`src/design/bntms_pkg.sv`:
```
// ----------------------------------------------------------------------------
// bntms_pkg
// Shared types and constants for the binned top-N minimum-score selector.
// ----------------------------------------------------------------------------
package bntms_pkg;

    localparam int TOP_N      = 20;
    localparam int NUM_BINS   = 7;
    localparam int NUM_BOUNDS = 6;
    localparam int NUM_SLOTS  = NUM_BINS * TOP_N;

    localparam int SIZE_W  = 24;
    localparam int SCORE_W = 17;
    localparam int VOL_W   = 32;
    localparam int TAG_W   = 16;
    localparam int BIN_W   = 3;
    localparam int STAT_W  = 3;
    localparam int CIDX_W  = 3;
    localparam int FILL_W  = $clog2(TOP_N + 1);
    localparam int SLOT_W  = $clog2(NUM_SLOTS);

    localparam logic [STAT_W-1:0] ST_STORED   = 3'd0;
    localparam logic [STAT_W-1:0] ST_REPLACED = 3'd1;
    localparam logic [STAT_W-1:0] ST_REJECTED = 3'd2;
    localparam logic [STAT_W-1:0] ST_IGNORED  = 3'd3;
    localparam logic [STAT_W-1:0] ST_DUMP     = 3'd4;

    localparam logic REQ_OFFER = 1'b0;
    localparam logic REQ_DUMP  = 1'b1;

    localparam logic [SIZE_W-1:0] BOUND_RESET [NUM_BOUNDS] = '{
        24'd10, 24'd50, 24'd100, 24'd500, 24'd1000, 24'd5000
    };

    typedef struct packed {
        logic [SIZE_W-1:0]  size;
        logic [SCORE_W-1:0] score;
        logic [VOL_W-1:0]   volume;
        logic [TAG_W-1:0]   tag;
    } t_entry;

    typedef struct packed {
        logic             is_dump;
        logic             zero;
        logic [BIN_W-1:0] bin;
        t_entry           data;
    } t_cmd;

    typedef struct packed {
        logic [STAT_W-1:0] status;
        logic [BIN_W-1:0]  bin;
        logic              valid;
        t_entry            data;
        logic              last;
    } t_result;

endpackage

```
`src/design/bntms_out_queue.sv`:
```
// ----------------------------------------------------------------------------
// bntms_out_queue
// Two-entry result queue between the execution engine and the result port.
// ----------------------------------------------------------------------------
module bntms_out_queue import bntms_pkg::*; (
    input  logic    i_clk,
    input  logic    i_rst_n,
    input  logic    i_push,
    input  t_result i_res,
    output logic    o_full,
    input  logic    pop,
    output logic    empty,
    output t_result o_res
);

    t_result    r_q [2];
    logic       r_wp;
    logic       r_rp;
    logic [1:0] r_cnt;
    logic       do_push;
    logic       do_pop;

    assign o_full  = (r_cnt == 2'd2);
    assign empty   = (r_cnt == 2'd0);
    assign o_res   = r_q[r_rp];
    assign do_push = i_push && !o_full;
    assign do_pop  = pop && !empty;

    always_ff @(posedge i_clk) begin
        if (do_push) r_q[r_wp] <= i_res;
    end

    always_ff @(posedge i_clk) begin
        if (!i_rst_n) begin
            r_wp  <= 1'b0;
            r_rp  <= 1'b0;
            r_cnt <= 2'd0;
        end else begin
            if (do_push) r_wp <= !r_wp;
            if (do_pop)  r_rp <= !r_rp;
            r_cnt <= r_cnt + 2'(do_push) - 2'(do_pop);
        end
    end

endmodule

```
`config.mk`:
```
export PLATFORM = sky130hd
export DESIGN_NAME = bntms_out_queue
export DESIGN_NICKNAME = d
export VERILOG_FILES = /design/src/design/bntms_pkg.sv /design/src/design/bntms_out_queue.sv
export SDC_FILE = /design/constraint.sdc
export NUM_CORES = 1
export LEC_CHECK = 0
export ABC_AREA = 1
export BUFFER_PORTS_ARGS = -buffer_cell sky130_fd_sc_hd__buf_4
export CORE_MARGIN = 2
export CORE_UTILIZATION = 35
export DETAILED_ROUTE_END_ITERATION = 10
export PLACE_DENSITY = 0.56
export SLEW_MARGIN = 20
export SYNTH_ARGS = -nofsm -noshare
export SYNTH_HDL_FRONTEND = slang
export SYNTH_SLANG_ARGS = --single-unit
```
`constraint.sdc`:
```
create_clock -name i_clk -period 13.8 [get_ports i_clk]
set_input_delay 1.38 -clock i_clk [delete_from_list [all_inputs] [get_ports i_clk]]
set_output_delay 1.38 -clock i_clk [all_outputs]
set_load 0.01 [all_outputs]
```
### Word-level counts from Yosys, hierarchy flattened

Memories as Yosys holds them, arrays and structs flattened. A register that Yosys moved wholly into a read port is not among the register bits.
Cells that the tools add are included.

* add/subtract/negate cells: 2
* equality and inequality tests: 1
* muxes and demuxes: 4
* reduce and logical (&&, ||, !) cells: 7

Operators with widths (count)
* 1-bit zero test: 4
* 1-bit 2-to-1 mux: 4
* 2-bit by 1-bit adder with 2-bit output: 1
* 2-bit == test (second input constant): 1
* 1-bit logical AND: 2
* 2-bit zero test: 1
* 2-bit by 1-bit subtractor with 2-bit output: 1

* flip-flop bits (word level): 4
* bits in writable memories: 194
* bits of input ports: 101
* output and inout port bits: 99
* memories: 1

Memory list
* r_q: depth 2, width 97, read ports 1, clocked after memory_dff 1, write ports 1, line bntms_out_queue.sv:16 `t_result r_q [2];`

### Longest topological paths before layout

* depth after elaboration: 5
* mapped depth: 11
* depth with buffers taken out: 11

### Least setup slack after synthesis

No wires, ideal clock.

* kind: input to register
* start: input port i_push
* end: memory r_q[0][0] (netlist bit), enable pin
* library setup time: 0.553 ns
* data arrival time: 5.487 ns
* data required time: 13.247 ns
* setup slack: 7.760 ns
* stages: 2
* path buffers: 0
* cells stage by stage: nand2_1 -> nor2_1

* cells in the longest elaborated chain, start to end: 3

RTL lines
* from (decl): line bntms_out_queue.sv:8 `input logic i_push,`
* 1-bit logical AND: line bntms_out_queue.sv:26 `assign do_push = i_push && !o_full;`
* 1-bit 2-to-1 mux: line bntms_out_queue.sv:30 `if (do_push) r_q[r_wp] <= i_res;`
* 1-bit 2-to-1 mux (implied by the code): line bntms_out_queue.sv:30
* to (decl): line bntms_out_queue.sv:16

No other way between the ends.

==> summary.txt <==
WP data required - 12420 ps
routability cong. - 0.7023
outcome - completed
drt initial violations - 149
Mapped Nets - 443
initial antenna violation count - 0
leak pwr - 3.699 nW
global-route wire length before repair - 21.19 mm
skew final - 9.134 ps
unrepaired setup endpoints after global routing - false
PortBufs - 199
Layout Area Growth over Synthesis - 32.84%
Cells after Synth - 340
post-CTS setup buffers - 0
# DRC - 0
Mean Syn Cell Area - 21.66 um^2
Initial Utilization - 35.37%
Worst Tran Pin Value - 836.6 ps
crit end category - primary output
H-Tree Depth - 4
vias per cell - 4.433
vias in the first global route - 3977
Total Wirelength - 14.09 mm
nets - 654
DPL Wire Length - 9.396 mm
Final min period - 3987 ps
largest net degree at the start of global routing - 54
synthesized area - 7365 um^2
Die X - 149.1 um
Worst-Skew Late Latency - 410 ps
DIE AREA - 22220 um^2
Bufs on Longest Clock Path - 2
fmax - 0.2508 GHz
Clock Power Share - 29.5%
Seq pwr share - 45.6%
CTS tree - done
Hold Slack - 521.2 ps
DR pass1 iterations - 4
Slew headroom - 44.22%
Inserted Clock Buffers - 17
final hold viol count - 0
Chip Height - 149.1 um
PD cells - 180.3 nW/um^2
Final Max Slew Viols - 0
Hold WC Path Type - reg -> reg
Routed Antenna Nets - 0
Int Power - 1.311 mW
Cell variety after synth - 12
Comb power frac - 24.9%
diode count - 0
Core ar. - 20820 um^2
row cnt - 53
net switching share of the total power - 25.67%
GRT overflow - 0
clk slew on worst S/H paths - 60 ps
Tot GR Track Use - 12.71%
I/O pin total - 200
Final Cycle Share - 28.89%
quantity of gates resized following cts - 0
Critical Path AT - 2610 ps
Psw - 452.8 uW
setup TNS - 0 ps
Synthesis Warnings - 0
root buffer cell - clkbuf_16
post-synthesis sequential area ratio - 80.46%
Max Cap Viol - 0
fillcell total - 1821
maximum vdd drop - 0.00009149 V
Vias - 3719
Final setup viols - 0
crit path launch type - flip-flop
critical path class - reg -> out
routed len/inst - 16.79 um
Hold-fix buffers, CTS - 0
CP Max Fanout - 53
Final Util - 46.98%
post-synthesis sequential element count - 199
share of cells above drive strength 1 - 58.69%
Clock Sinks - 199
==> worst max-delay path, cell delays in order (launching register included) <==
cell	delay, ps
dfxtp_4	740
buf_4	750
mux2_2	420
buf_4	150
==> cell usage after synthesis <==
library cell  count  area share (%)
a21oi_1           2            0.14
nand3_1           3            0.20
buf_2             6            0.41
inv_1             9            0.46
dfxtp_1           5             1.4
mux2_4           30             6.1
edfxtp_1        194              79
buf_6             5            0.76
ha_1              2            0.34
nand2_1           9            0.46
nor2_1            8            0.41
mux2_2           67              10
==> final timing paths <==
kind / from / end / slack (ps) / depth (start not counted)
max: flip-flop / o_res[4] / 9810 / 3
min: r_rp / flip-flop / 520 / 2
max reg2reg: r_cnt[0] / r_q[1][7] / 11460 / 5
min reg2reg: r_rp / flip-flop / 520 / 2
==> registers in the layout, indices dropped and copies added, names as in the netlist, named ones only <==
name and cells:
r_cnt 2, r_q 194, r_rp 1, r_wp 1
==> final cells by class <==
class	count	area, um^2	share of cell area, %
clock buffers	19	432.9	4.425
clock inverters	13	190.2	1.944
inverters	9	36.28	0.3709
multi-input cells	121	1326	13.56
flip-flops and latches	199	5929	60.61
well taps	275	344.1	3.517
repair buffers	203	1524	15.58
==> metal layers <==
| layer | global-route usage [%] | vias up | part of all wire, % |
|---|---|---|---|
| li1 | - | 1742 | - |
| met5 | 0 | - | 0 |
| met2 | 21.27 | 126 | 51 |
| met3 | 5.688 | 10 | 8.2 |
| met4 | 3.905 | 0 | 0.93 |
| met1 | 14.72 | 1841 | 40 |
==> power by group through the flow <==
stage	sequential, mW	combinational [mW]	clock [mW]
floorplan	0.804	0.264	0
finish	0.805	0.439	0.520
detailed placement	0.820	0.448	0
CTS	0.807	0.450	0.537
global placement	0.816	0.440	0
global route	0.814	0.474	0.564
==> metrics by stage <==
stage	total power [mW]	cell area [um^2]	instances	setup slack [ps]
floorplan	1.068	7365	340	7760
global placement	1.256	9160	807	10270
detailed placement	1.268	9160	807	10220
CTS	1.793	9783	839	9755
global route	1.852	9783	839	9676
finish	1.764	9783	839	9813
==> kinds of logic after synthesis <==
logic type | after synthesis | synth area share (%)
adder cells (fa/ha/maj) | 2 | 0.3397
AO/OA/AOI/OAI | 2 | 0.1359
buffers and inverters | 20 | 1.631
AND/OR/NAND/NOR | 20 | 1.070
multiplexers | 97 | 16.36
flip-flops | 199 | 80.46
==> placed cells by master (no fill, tap or decap), drive strengths merged <==
cell type and instances:
a21oi 2, clkinv 3, ha 2, clkbuf 19, inv 14, nand3 3
nand2 9, mux2 97, dfxtp 5, bufinv 4, buf 203, nor2 8
edfxtp 194, clkinvlp 1
Power figures use the tool's default switching activity.
