<file path="config.mk">
export PLATFORM = sky130hd
export DESIGN_NAME = bntms_front
export DESIGN_NICKNAME = d
export VERILOG_FILES = /design/src/design/bntms_pkg.sv /design/src/design/bntms_front.sv
export SDC_FILE = /design/constraint.sdc
export NUM_CORES = 1
export LEC_CHECK = 0
export BUFFER_PORTS_ARGS = -buffer_cell sky130_fd_sc_hd__buf_2
export CORE_MARGIN = 10
export CORE_UTILIZATION = 50
export CTS_BUF_LIST = sky130_fd_sc_hd__clkbuf_16
export CTS_CLUSTER_DIAMETER = 200
export DETAILED_ROUTE_END_ITERATION = 10
export PLACE_DENSITY = 0.84
export SLEW_MARGIN = 30
export SYNTH_ARGS = -nofsm -noshare
export SYNTH_HDL_FRONTEND = slang
export SYNTH_SLANG_ARGS = --single-unit
export TNS_END_PERCENT = 30
</file>
<file path="constraint.sdc">
create_clock -name i_clk -period 5.9 [get_ports i_clk]
set_clock_uncertainty 0.15 [all_clocks]
set_input_delay 1.475 -clock i_clk [delete_from_list [all_inputs] [get_ports i_clk]]
set_output_delay 1.475 -clock i_clk [all_outputs]
set_load 0.02 [all_outputs]
</file>
<file path="src/design/bntms_pkg.sv">
// ----------------------------------------------------------------------------
// bntms_pkg
// Shared types and constants for the binned top-N minimum-score selector.
// ----------------------------------------------------------------------------
package bntms_pkg;

    localparam int TOP_N      = 20;
    localparam int NUM_BINS   = 7;
    localparam int NUM_BOUNDS = 6;
    localparam int NUM_SLOTS  = NUM_BINS * TOP_N;

    localparam int SIZE_W  = 24;
    localparam int SCORE_W = 17;
    localparam int VOL_W   = 32;
    localparam int TAG_W   = 16;
    localparam int BIN_W   = 3;
    localparam int STAT_W  = 3;
    localparam int CIDX_W  = 3;
    localparam int FILL_W  = $clog2(TOP_N + 1);
    localparam int SLOT_W  = $clog2(NUM_SLOTS);

    localparam logic [STAT_W-1:0] ST_STORED   = 3'd0;
    localparam logic [STAT_W-1:0] ST_REPLACED = 3'd1;
    localparam logic [STAT_W-1:0] ST_REJECTED = 3'd2;
    localparam logic [STAT_W-1:0] ST_IGNORED  = 3'd3;
    localparam logic [STAT_W-1:0] ST_DUMP     = 3'd4;

    localparam logic REQ_OFFER = 1'b0;
    localparam logic REQ_DUMP  = 1'b1;

    localparam logic [SIZE_W-1:0] BOUND_RESET [NUM_BOUNDS] = '{
        24'd10, 24'd50, 24'd100, 24'd500, 24'd1000, 24'd5000
    };

    typedef struct packed {
        logic [SIZE_W-1:0]  size;
        logic [SCORE_W-1:0] score;
        logic [VOL_W-1:0]   volume;
        logic [TAG_W-1:0]   tag;
    } t_entry;

    typedef struct packed {
        logic             is_dump;
        logic             zero;
        logic [BIN_W-1:0] bin;
        t_entry           data;
    } t_cmd;

    typedef struct packed {
        logic [STAT_W-1:0] status;
        logic [BIN_W-1:0]  bin;
        logic              valid;
        t_entry            data;
        logic              last;
    } t_result;

endpackage

</file>
<file path="src/design/bntms_front.sv">
// ----------------------------------------------------------------------------
// bntms_front
// Holds the bin bounds, classifies incoming requests and queues commands.
// ----------------------------------------------------------------------------
module bntms_front import bntms_pkg::*; (
    input  logic               i_clk,
    input  logic               i_rst_n,
    input  logic               i_cfg_valid,
    output logic               o_cfg_ready,
    input  logic [CIDX_W-1:0]  i_cfg_index,
    input  logic [SIZE_W-1:0]  i_cfg_data,
    input  logic               push,
    output logic               full,
    input  logic               i_req_type,
    input  logic [SIZE_W-1:0]  i_cluster_size,
    input  logic [SCORE_W-1:0] i_score,
    input  logic [VOL_W-1:0]   i_volume,
    input  logic [TAG_W-1:0]   i_cluster_tag,
    input  logic [BIN_W-1:0]   i_dump_bin,
    output logic               o_cmd_valid,
    output t_cmd               o_cmd,
    input  logic               i_cmd_pop
);

    logic [SIZE_W-1:0] r_bound [NUM_BOUNDS];
    t_cmd              r_q [2];
    logic              r_wp;
    logic              r_rp;
    logic [1:0]        r_cnt;
    logic [BIN_W-1:0]  pick;
    logic              found;
    t_cmd              cmd_in;
    logic              do_push;
    logic              do_pop;

    assign o_cfg_ready = 1'b1;

    always_ff @(posedge i_clk) begin
        if (!i_rst_n) begin
            for (int b = 0; b < NUM_BOUNDS; b++) r_bound[b] <= BOUND_RESET[b];
        end else if (i_cfg_valid) begin
            for (int b = 0; b < NUM_BOUNDS; b++) begin
                if (i_cfg_index == CIDX_W'(b)) r_bound[b] <= i_cfg_data;
            end
        end
    end

    always_comb begin
        pick  = BIN_W'(NUM_BINS - 1);
        found = 1'b0;
        for (int b = 0; b < NUM_BOUNDS; b++) begin
            if (b + 1 < NUM_BINS && !found && i_cluster_size <= r_bound[b]) begin
                pick  = BIN_W'(b);
                found = 1'b1;
            end
        end
    end

    always_comb begin
        cmd_in.is_dump     = (i_req_type == REQ_DUMP);
        cmd_in.zero        = (i_cluster_size == '0);
        cmd_in.bin         = (i_req_type == REQ_DUMP) ? i_dump_bin : pick;
        cmd_in.data.size   = i_cluster_size;
        cmd_in.data.score  = i_score;
        cmd_in.data.volume = i_volume;
        cmd_in.data.tag    = i_cluster_tag;
    end

    assign full        = (r_cnt == 2'd2);
    assign o_cmd_valid = (r_cnt != 2'd0);
    assign o_cmd       = r_q[r_rp];
    assign do_push     = push && !full;
    assign do_pop      = i_cmd_pop && o_cmd_valid;

    always_ff @(posedge i_clk) begin
        if (do_push) r_q[r_wp] <= cmd_in;
    end

    always_ff @(posedge i_clk) begin
        if (!i_rst_n) begin
            r_wp  <= 1'b0;
            r_rp  <= 1'b0;
            r_cnt <= 2'd0;
        end else begin
            if (do_push) r_wp <= !r_wp;
            if (do_pop)  r_rp <= !r_rp;
            r_cnt <= r_cnt + 2'(do_push) - 2'(do_pop);
        end
    end

endmodule

</file>
Word level (Yosys, flattened, before mapping)
Memories as Yosys holds them, arrays and structs flattened. A register that Yosys moved wholly into a read port is not among the register bits.
Index checks and enable logic that the tools add are counted.
Widths: inputs -> output; s select.
- register bits: 4
- latch bits: 0
- memory bits (writable): 332
- memory bits (read-only): 0
- logic and storage cells: 90
- memories kept: 2
- add/subtract/negate cells: 2
- $mul: 0
- div/mod/pow operators: 0
- magnitude comparators: 6
- eq/ne operators: 6
- shifts and indexed selects: 0
- mux-type cells: 47
- bitwise operators: 6
- reduce and logical (&&, ||, !) cells: 18
- memories (name ; words ; width ; rd ports ; clocked after Yosys merged registers in ; wr ports ; RTL line ; text):
    r_q ; 2 ; 94 ; 1 ; 1 ; 1 ; bntms_front.sv:26 ; t_cmd r_q [2];
    r_bound ; 6 ; 24 ; 6 ; 0 ; 6 ; bntms_front.sv:25 ; logic [SIZE_W-1:0] r_bound [NUM_BOUNDS];
- operators by type and width (kind ; count):
    $le 24x24->1 ; 6
    $mux 24 ; 6
    $mux 1 ; 34
    $logic_not 24->1 ; 1
    $mux 3 ; 7
    $logic_not 1->1 ; 8
    $logic_and 1x1->1 ; 7
    $eq 3x2->1 const B ; 2
    $eq 3x3->1 const B ; 2
    $or 1x1->1 ; 6
    $eq 3x1->1 const B ; 1
    $logic_not 3->1 ; 1
    $add 2x1->2 ; 1
    $eq 2x2->1 const B ; 1
    $reduce_bool 2->1 ; 1
    $sub 2x1->2 ; 1

Logic depth before layout (Yosys ltp)
Gate-level depths: netlist of run 1.
An unclocked memory read counts as a cell.
- depth after elaboration: 19
- mapped depth: 9
- gate-level depth less buffers: 9

Worst setup path before layout of run 1
OpenSTA, ideal clock, no wires.
- path kind: input to register
- start: in push
- end: mem r_q[0][0] in the netlist's numbering (enable)
- setup time: 0.549 ns
- arrival time: 5.492 ns
- required time: 5.201 ns
- setup slack: -0.290 ns
- cell stages on the path: 2
- path buffers: 0
- cell sequence: nand2_1 -> nor2_1
- longest elaborated chain between the ends: 3
- RTL lines (element ; RTL line ; text):
    start: declaration ; bntms_front.sv:12 ; input logic push,
    $logic_and 1x1->1 ; bntms_front.sv:72 ; assign do_push = push && !full;
    $mux 1 ; bntms_front.sv:76 ; if (do_push) r_q[r_wp] <= cmd_in;
    $mux 1 (not written as such) ; bntms_front.sv:76 ;
    end: declaration ; bntms_front.sv:26 ;
Every way passes these cells.

==> metrics.csv, run 1 <==
metric,value,unit
rsz0062_at_grt,no,
maxCapViolations,0,
clk_latency,520,ps
synthArstFlopShare,0,%
max_stage_delay,580,ps
vdd_drop_max,0.000215,V
die_h,199,um
synth_fp_nets,1437,
antenna_found_initial,2,
post-cts-setup-buffers,0,
post_dp_cell_area,0.0178,sq mm
detail-route-antenna-nets,0,
ys_warn_count,0,
internal_power,4750,uW
p_leak,0.00781,uW
fin_area,0.0190,sq mm
p_sw_share,28.0,%
cp-end-kind,output pin,
yosysMostFrequentCell,edfxtp_1,
grt_pass1_wl,57300,um
arrival,2370,ps
synth-edff-count,332,
rows,65,
grtUsageTotal,18.5,%
power.density,346,mW/mm^2
dr.first_iter.drc_count,503,
min_path_type,flip-flop to flip-flop,
synth_common_cells,"edfxtp_1 (332), ha_1 (146), inv_1 (142)",
rr_worst_depth,8,
syn_to_final_growth,18.2,%
syn_area_per_cell,13.8,sq um
seq_area_frac_synth,62.5,%
clkPwrFrac,33.4,%
htree_levels,2,
io_pins,222,
overflow,0,
wl_per_cell,20.5,um
syn-instance-count,1166,
core_area,0.0316,sq mm
post-route-min-period,4000,ps
slowest_stage,dfxtp_4,
r2r_slack,2820,ps
die_w,199,um
worstPathMaxFanout,49,
grt_max_degree,73,
clkSinkCount,337,
rr_startpoint,r_bound[3][17]$_SDFFCE_PN0P_,
yosys-top-cells-area,"edfxtp_1 (62%), ha_1 (11%), mux2_2 (6.6%)",
drive_above_1_share,28.1,%
min_from,r_rp$_SDFFE_PN0P_,
drc,0,
ctsHoldBuffers,0,
cts.reportedPaths.clkPinSlew,60,ps
seqPwrFrac,45.1,%
grt_pass1_vias,10500,
fin_tns_setup,0,ps
layout.nets,1684,
ctsResizeCount,0,
rr_endpoint,r_q[1][90]$_DFFE_PP_,
ys.flop_type,edfxtp_1,
power.switching,1850,uW
hold_depth,2,
period_share,67.8,%
die-area,0.0398,sq mm
worstPathRequired,4280,ps
max_freq,250,MHz
yosysUniqueCellTypes,45,
detail_route.vias_per_cell,5.45,
vias,10000,
gp_congestion,0.872,
start_util,50.9,%
cts_made_buffers,37,
root_buffer,clkbuf_16,
ys_ff_latch,337,
path_cells,"buf_16, buf_4, mux2_2, buf_2",
cts_tree,yes,
routed_wl,37700,um
setup.worst_path.class,flip-flop to output pin,
place.port_buffers,220,
slew_headroom,45.0,%
drt_pass1_iterations,5,
tightest_slew,825,ps
clk_path_buf_depth,3,
combPwrFrac,21.4,%
hold_violations,0,
slew_violations,0,
dp_hpwl,28100,um
synth_area,0.0161,sq mm
yosysTopAreaCellShare,61.9,%
yosys.area.top_type,edfxtp_1,
setup_viol,0,
run_status,"complete, no violations",
start_kind,flip-flop,
==> routing by layer <==
metal	share of wire, %	routed length, um	vias to the layer above	global-route usage (%)
met5	0.035	13	-	0
met4	1.9	730	2	4.80
met3	7.6	2870	67	4.27
met2	48	18300	313	31.9
met1	42	15800	4892	23.0
li1	-	-	4774	-
==> cell families (layout without fill, tap and decap cells) <==
group / count (synthesis) / after routing / share of synthesized area, %
flops: 337 / 337 / 62.5
xor+xnor: 3 / 3 / 0.163
mux: 94 / 94 / 6.57
other cells: 1 / 3 / 0.0233
fa+ha+maj: 146 / 146 / 11.3
buf+inv: 167 / 439 / 3.91
compound gates: 132 / 132 / 4.89
simple gates: 286 / 286 / 10.6
==> sequential cells by signal, indices dropped and copies added, names as in the netlist, named ones only <==
name,count
r_q,188
r_bound,144
r_cnt,2
r_rp,1
r_wp,1
==> power by group through the flow <==
stage / Clock [uW] / Combinational, uW / Sequential [uW]
2_1_floorplan: 0 / 910 / 3000
3_3_place_gp: 0 / 1320 / 3050
3_5_place_dp: 0 / 1370 / 3070
4_1_cts: 2250 / 1380 / 3020
5_1_grt: 2340 / 1530 / 3000
6_report: 2210 / 1410 / 2980
==> area by class of cell <==
type                    instances  area, sq um
multi-input cells             662         5500
inverters                     142          533
flip-flops and latches        337        10100
clock buffers                  38          951
fillers                      2393        12600
clock inverters                26          216
diodes                          2         5.00
repair buffers                233         1260
well taps                     402          503
==> worst max-delay path, delay by kind of cell, from the launching register on <==
family                 cells  cell delay (ps)
muxes                      1              390
DFF                        1              580
buffers and inverters      3              820
==> layout by cell type (no fill, tap or decap), types with 4 or more instances in the layout <==
cell / netlist / layout
o21ai_0: 25 / 21
a21o_1: 6 / 6
clkinv_2: 0 / 6
nor3_1: 6 / 4
o21ai_2: 1 / 4
clkinv_1: 0 / 8
o211ai_1: 7 / 7
a211oi_1: 4 / 4
nor4_1: 11 / 11
buf_4: 1 / 8
and2_1: 124 / 124
ha_1: 146 / 146
a221o_1: 4 / 4
nor2_2: 0 / 4
edfxtp_1: 332 / 332
or3_1: 20 / 20
dfxtp_1: 5 / 4
clkbuf_16: 0 / 38
nand4_1: 29 / 29
a21oi_1: 64 / 64
mux2_2: 94 / 94
buf_2: 0 / 220
nand3_1: 12 / 12
a21boi_0: 6 / 6
o31a_1: 4 / 4
nand2_1: 31 / 31
inv_1: 142 / 146
nand2b_1: 9 / 9
nor2_1: 19 / 14
nor2b_1: 8 / 8
==> per-stage QoR <==
| step | power (uW) | util (%) | worst slack, ps | hold WS [ps] | std cells |
|---|---|---|---|---|---|
| after floorplan | 3910 | - | 1300 | 354 | 1166 |
| after global placement | 4370 | 56.2 | 1600 | 371 | 1772 |
| after detailed placement | 4440 | 56.4 | 1520 | 386 | 1775 |
| after CTS | 6640 | 60.1 | 1670 | 408 | 1839 |
| after global routing | 6870 | 60.2 | 1800 | 428 | 1841 |
| final | 6600 | 60.2 | 1900 | 397 | 1842 |
==> how the worst max path moves through the flow <==
stage | endpoint | startpoint | cells past startpoint
3_3_place_gp | r_q[0][90]$_DFFE_PP_ | i_cluster_size[19] | 8
2_1_floorplan | r_q[0][0]$_DFFE_PP_ | push | 2
3_5_place_dp | r_q[0][90]$_DFFE_PP_ | i_cluster_size[18] | 8
5_1_grt | o_cmd[46] | flip-flop | 4
6_report | o_cmd[46] | flip-flop | 4
4_1_cts | o_cmd[46] | flip-flop | 3
No activity file was read; power rests on OpenSTA's default activity.
==> run 2: changes to the inputs <==
--- a/config.mk
+++ b/config.mk
@@ -5,6 +5,7 @@
 export SDC_FILE = /design/constraint.sdc
 export NUM_CORES = 1
 export LEC_CHECK = 0
+export ABC_AREA = 1
 export BUFFER_PORTS_ARGS = -buffer_cell sky130_fd_sc_hd__buf_2
 export CORE_MARGIN = 10
 export CORE_UTILIZATION = 50
==> constraint.sdc (replaced) <==
create_clock -name i_clk -period 3.35 [get_ports i_clk]
set_clock_uncertainty 0.15 [all_clocks]
set_input_delay 0.8375 -clock i_clk [delete_from_list [all_inputs] [get_ports i_clk]]
set_output_delay 0.8375 -clock i_clk [all_outputs]
set_load 0.02 [all_outputs]
==> metrics.csv, run 2 <==
metric,value,unit
fillers,2417,
cts_tree,yes,
yosys-top-cells-area,"edfxtp_1 (61%), ha_1 (11%), mux2_2 (6.5%)",
largest_reg_flops,188,
post_dp_cell_area,0.0181,sq mm
synth_area,0.0163,sq mm
clk_latency,520,ps
dp_hpwl,29400,um
drc,0,
rsz0062_at_grt,no,
regMostFlops,r_q,
p_leak,0.00855,uW
io_pins,222,
grt_pass1_wl,62300,um
final_cell_mix,"edfxtp_1 (332), inv_1 (237), buf_2 (220)",
regArea,0.0101,sq mm
dr.first_iter.drc_count,760,
syn_area_per_cell,11.9,sq um
vias,10800,
hold_ws,304,ps
reg_top3,"r_q (188), r_bound (144), r_cnt (2)",
ys_warn_count,0,
ctsHoldBuffers,0,
detail_route.vias_per_cell,5.19,
ys_ff_latch,337,
multi_input_area,0.00523,sq mm
max_freq,325,MHz
slowest_stage,dfxtp_4,
yosysUniqueCellTypes,31,
syn_to_final_growth,18.3,%
finish.utilization,60.5,%
place.port_buffers,220,
synthXorXnorAreaFrac,0.0538,%
overflow,0,
arrival,2090,ps
yosys.area.top_type,edfxtp_1,
yosysMostFrequentCell,edfxtp_1,
synth-edff-count,332,
synthAdderAreaFrac,11.2,%
vdd_drop_max,0.000373,V
start_kind,flip-flop,
die-area,0.0401,sq mm
htree_levels,2,
slew_headroom,38.8,%
ctsResizeCount,0,
worstPathMaxFanout,33,
final_cells,2089,
die_h,200,um
die_w,200,um
ys.flop_type,edfxtp_1,
clk_path_buf_depth,3,
max_stage_delay,690,ps
yosys.area_share.simple,11.5,%
dpl.cell_count,2023,
post-cts-setup-buffers,0,
setup.worst_path.class,flip-flop to output pin,
min_from,r_rp$_SDFFE_PN0P_,
drt_pass1_iterations,5,
drive_above_1_share,25.7,%
yosysTopAreaCellShare,61.3,%
fin_area,0.0192,sq mm
layout_commonest_cell,edfxtp_1,
post-route-min-period,3080,ps
wl_per_cell,19.3,um
antenna_found_initial,2,
cts_made_buffers,36,
maxCapViolations,0,
min_path_type,flip-flop to flip-flop,
rr_startpoint,r_cnt[1]$_SDFF_PN0_,
tightest_slew,908,ps
run_status,"complete, no violations",
synth_fp_nets,1637,
synth_common_cells,"edfxtp_1 (332), inv_1 (231), nand2_1 (212)",
grt_max_degree,81,
seq_area_frac_synth,61.9,%
detail-route-antenna-nets,0,
cts.reportedPaths.clkPinSlew,60,ps
root_buffer,clkbuf_16,
gp_congestion,0.879,
grtUsageTotal,19.6,%
routed_wl,40300,um
grt_pass1_vias,11100,
synth_compound_area_share,2.75,%
layout.nets,1897,
worstPathRequired,2360,ps
setup_viol,0,
synth_top_family_by_area,simple AND/OR/NAND/NOR gates,
start_util,51.2,%
path_cells,"buf_4, mux2_2, buf_2",
syn-instance-count,1366,
slew_violations,0,
cp-end-kind,output pin,
rows,65,
period_share,91.8,%
synthMuxAreaShare,6.51,%
core_area,0.0318,sq mm
synthArstFlopShare,0,%
hold_violations,0,
power.density,617,mW/mm^2
clkSinkCount,337,
## run 2: changes by cell type after synthesis, sizes merged, moves of 14 or more
| cell | previous run | this run |
|---|---|---|
| or3 | 20 | 0 |
| clkbuf | 21 | 4 |
| o21ai | 26 | 12 |
| nor2 | 19 | 189 |
| nand2 | 31 | 217 |
| inv | 142 | 236 |
| and2 | 126 | 2 |
| nand4 | 33 | 11 |
## run 2: metrics by stage
step	setup TNS [ps]	power (uW)	worst slack, ps
after floorplan	-141850	7080	-755
after global placement	0	8010	476
after detailed placement	0	8110	413
after CTS	0	12000	241
after global routing	0	12400	170
final	0	11900	275
## run 2: power breakdown
group          internal (uW)  leakage, uW  switching (uW)  total, uW
logic                   1000      0.00477            1680       2680
registers               5180      0.00320             173       5350
clock network           2240     0.000576            1600       3840
total                   8420      0.00855            3450      11900
## run 2: cell type report
class	instances	share of cell area (%)
flip-flops and latches	337	52.3
clock inverters	28	1.11
diodes	1	0.0130
repair buffers	243	7.14
multi-input cells	772	27.2
clock buffers	37	4.81
well taps	435	2.83
inverters	236	4.60
## run 2: cell families after synthesis
logic type,count (synthesis)
flip-flops,337
adder cells (fa/ha/maj),146
XOR/XNOR,1
multiplexers,94
buffers and inverters,257
other,1
AO/OA/AOI/OAI,83
AND/OR/NAND/NOR,447
## run 2: worst paths after layout
path | to | cells after the start | slack (ps)
max | o_cmd[63] | 3 | 270
min | flip-flop | 1 | 300
max reg2reg | r_cnt[1]$_SDFF_PN0_ | 8 | 1000
min reg2reg | flip-flop | 1 | 300
## run 2: critical path: cells and delay by family, from the launching register on
family | cells | cell delay (ps)
muxes | 1 | 360
buffers and inverters | 2 | 500
DFF | 1 | 690
## run 2: per-layer routing
layer	wire length, um	track usage, %	up-vias
met3	3680	5.17	90
li1	-	-	5131
met4	1130	6.00	2
met1	16700	25.2	5152
met5	15	0	-
met2	18800	31.9	459
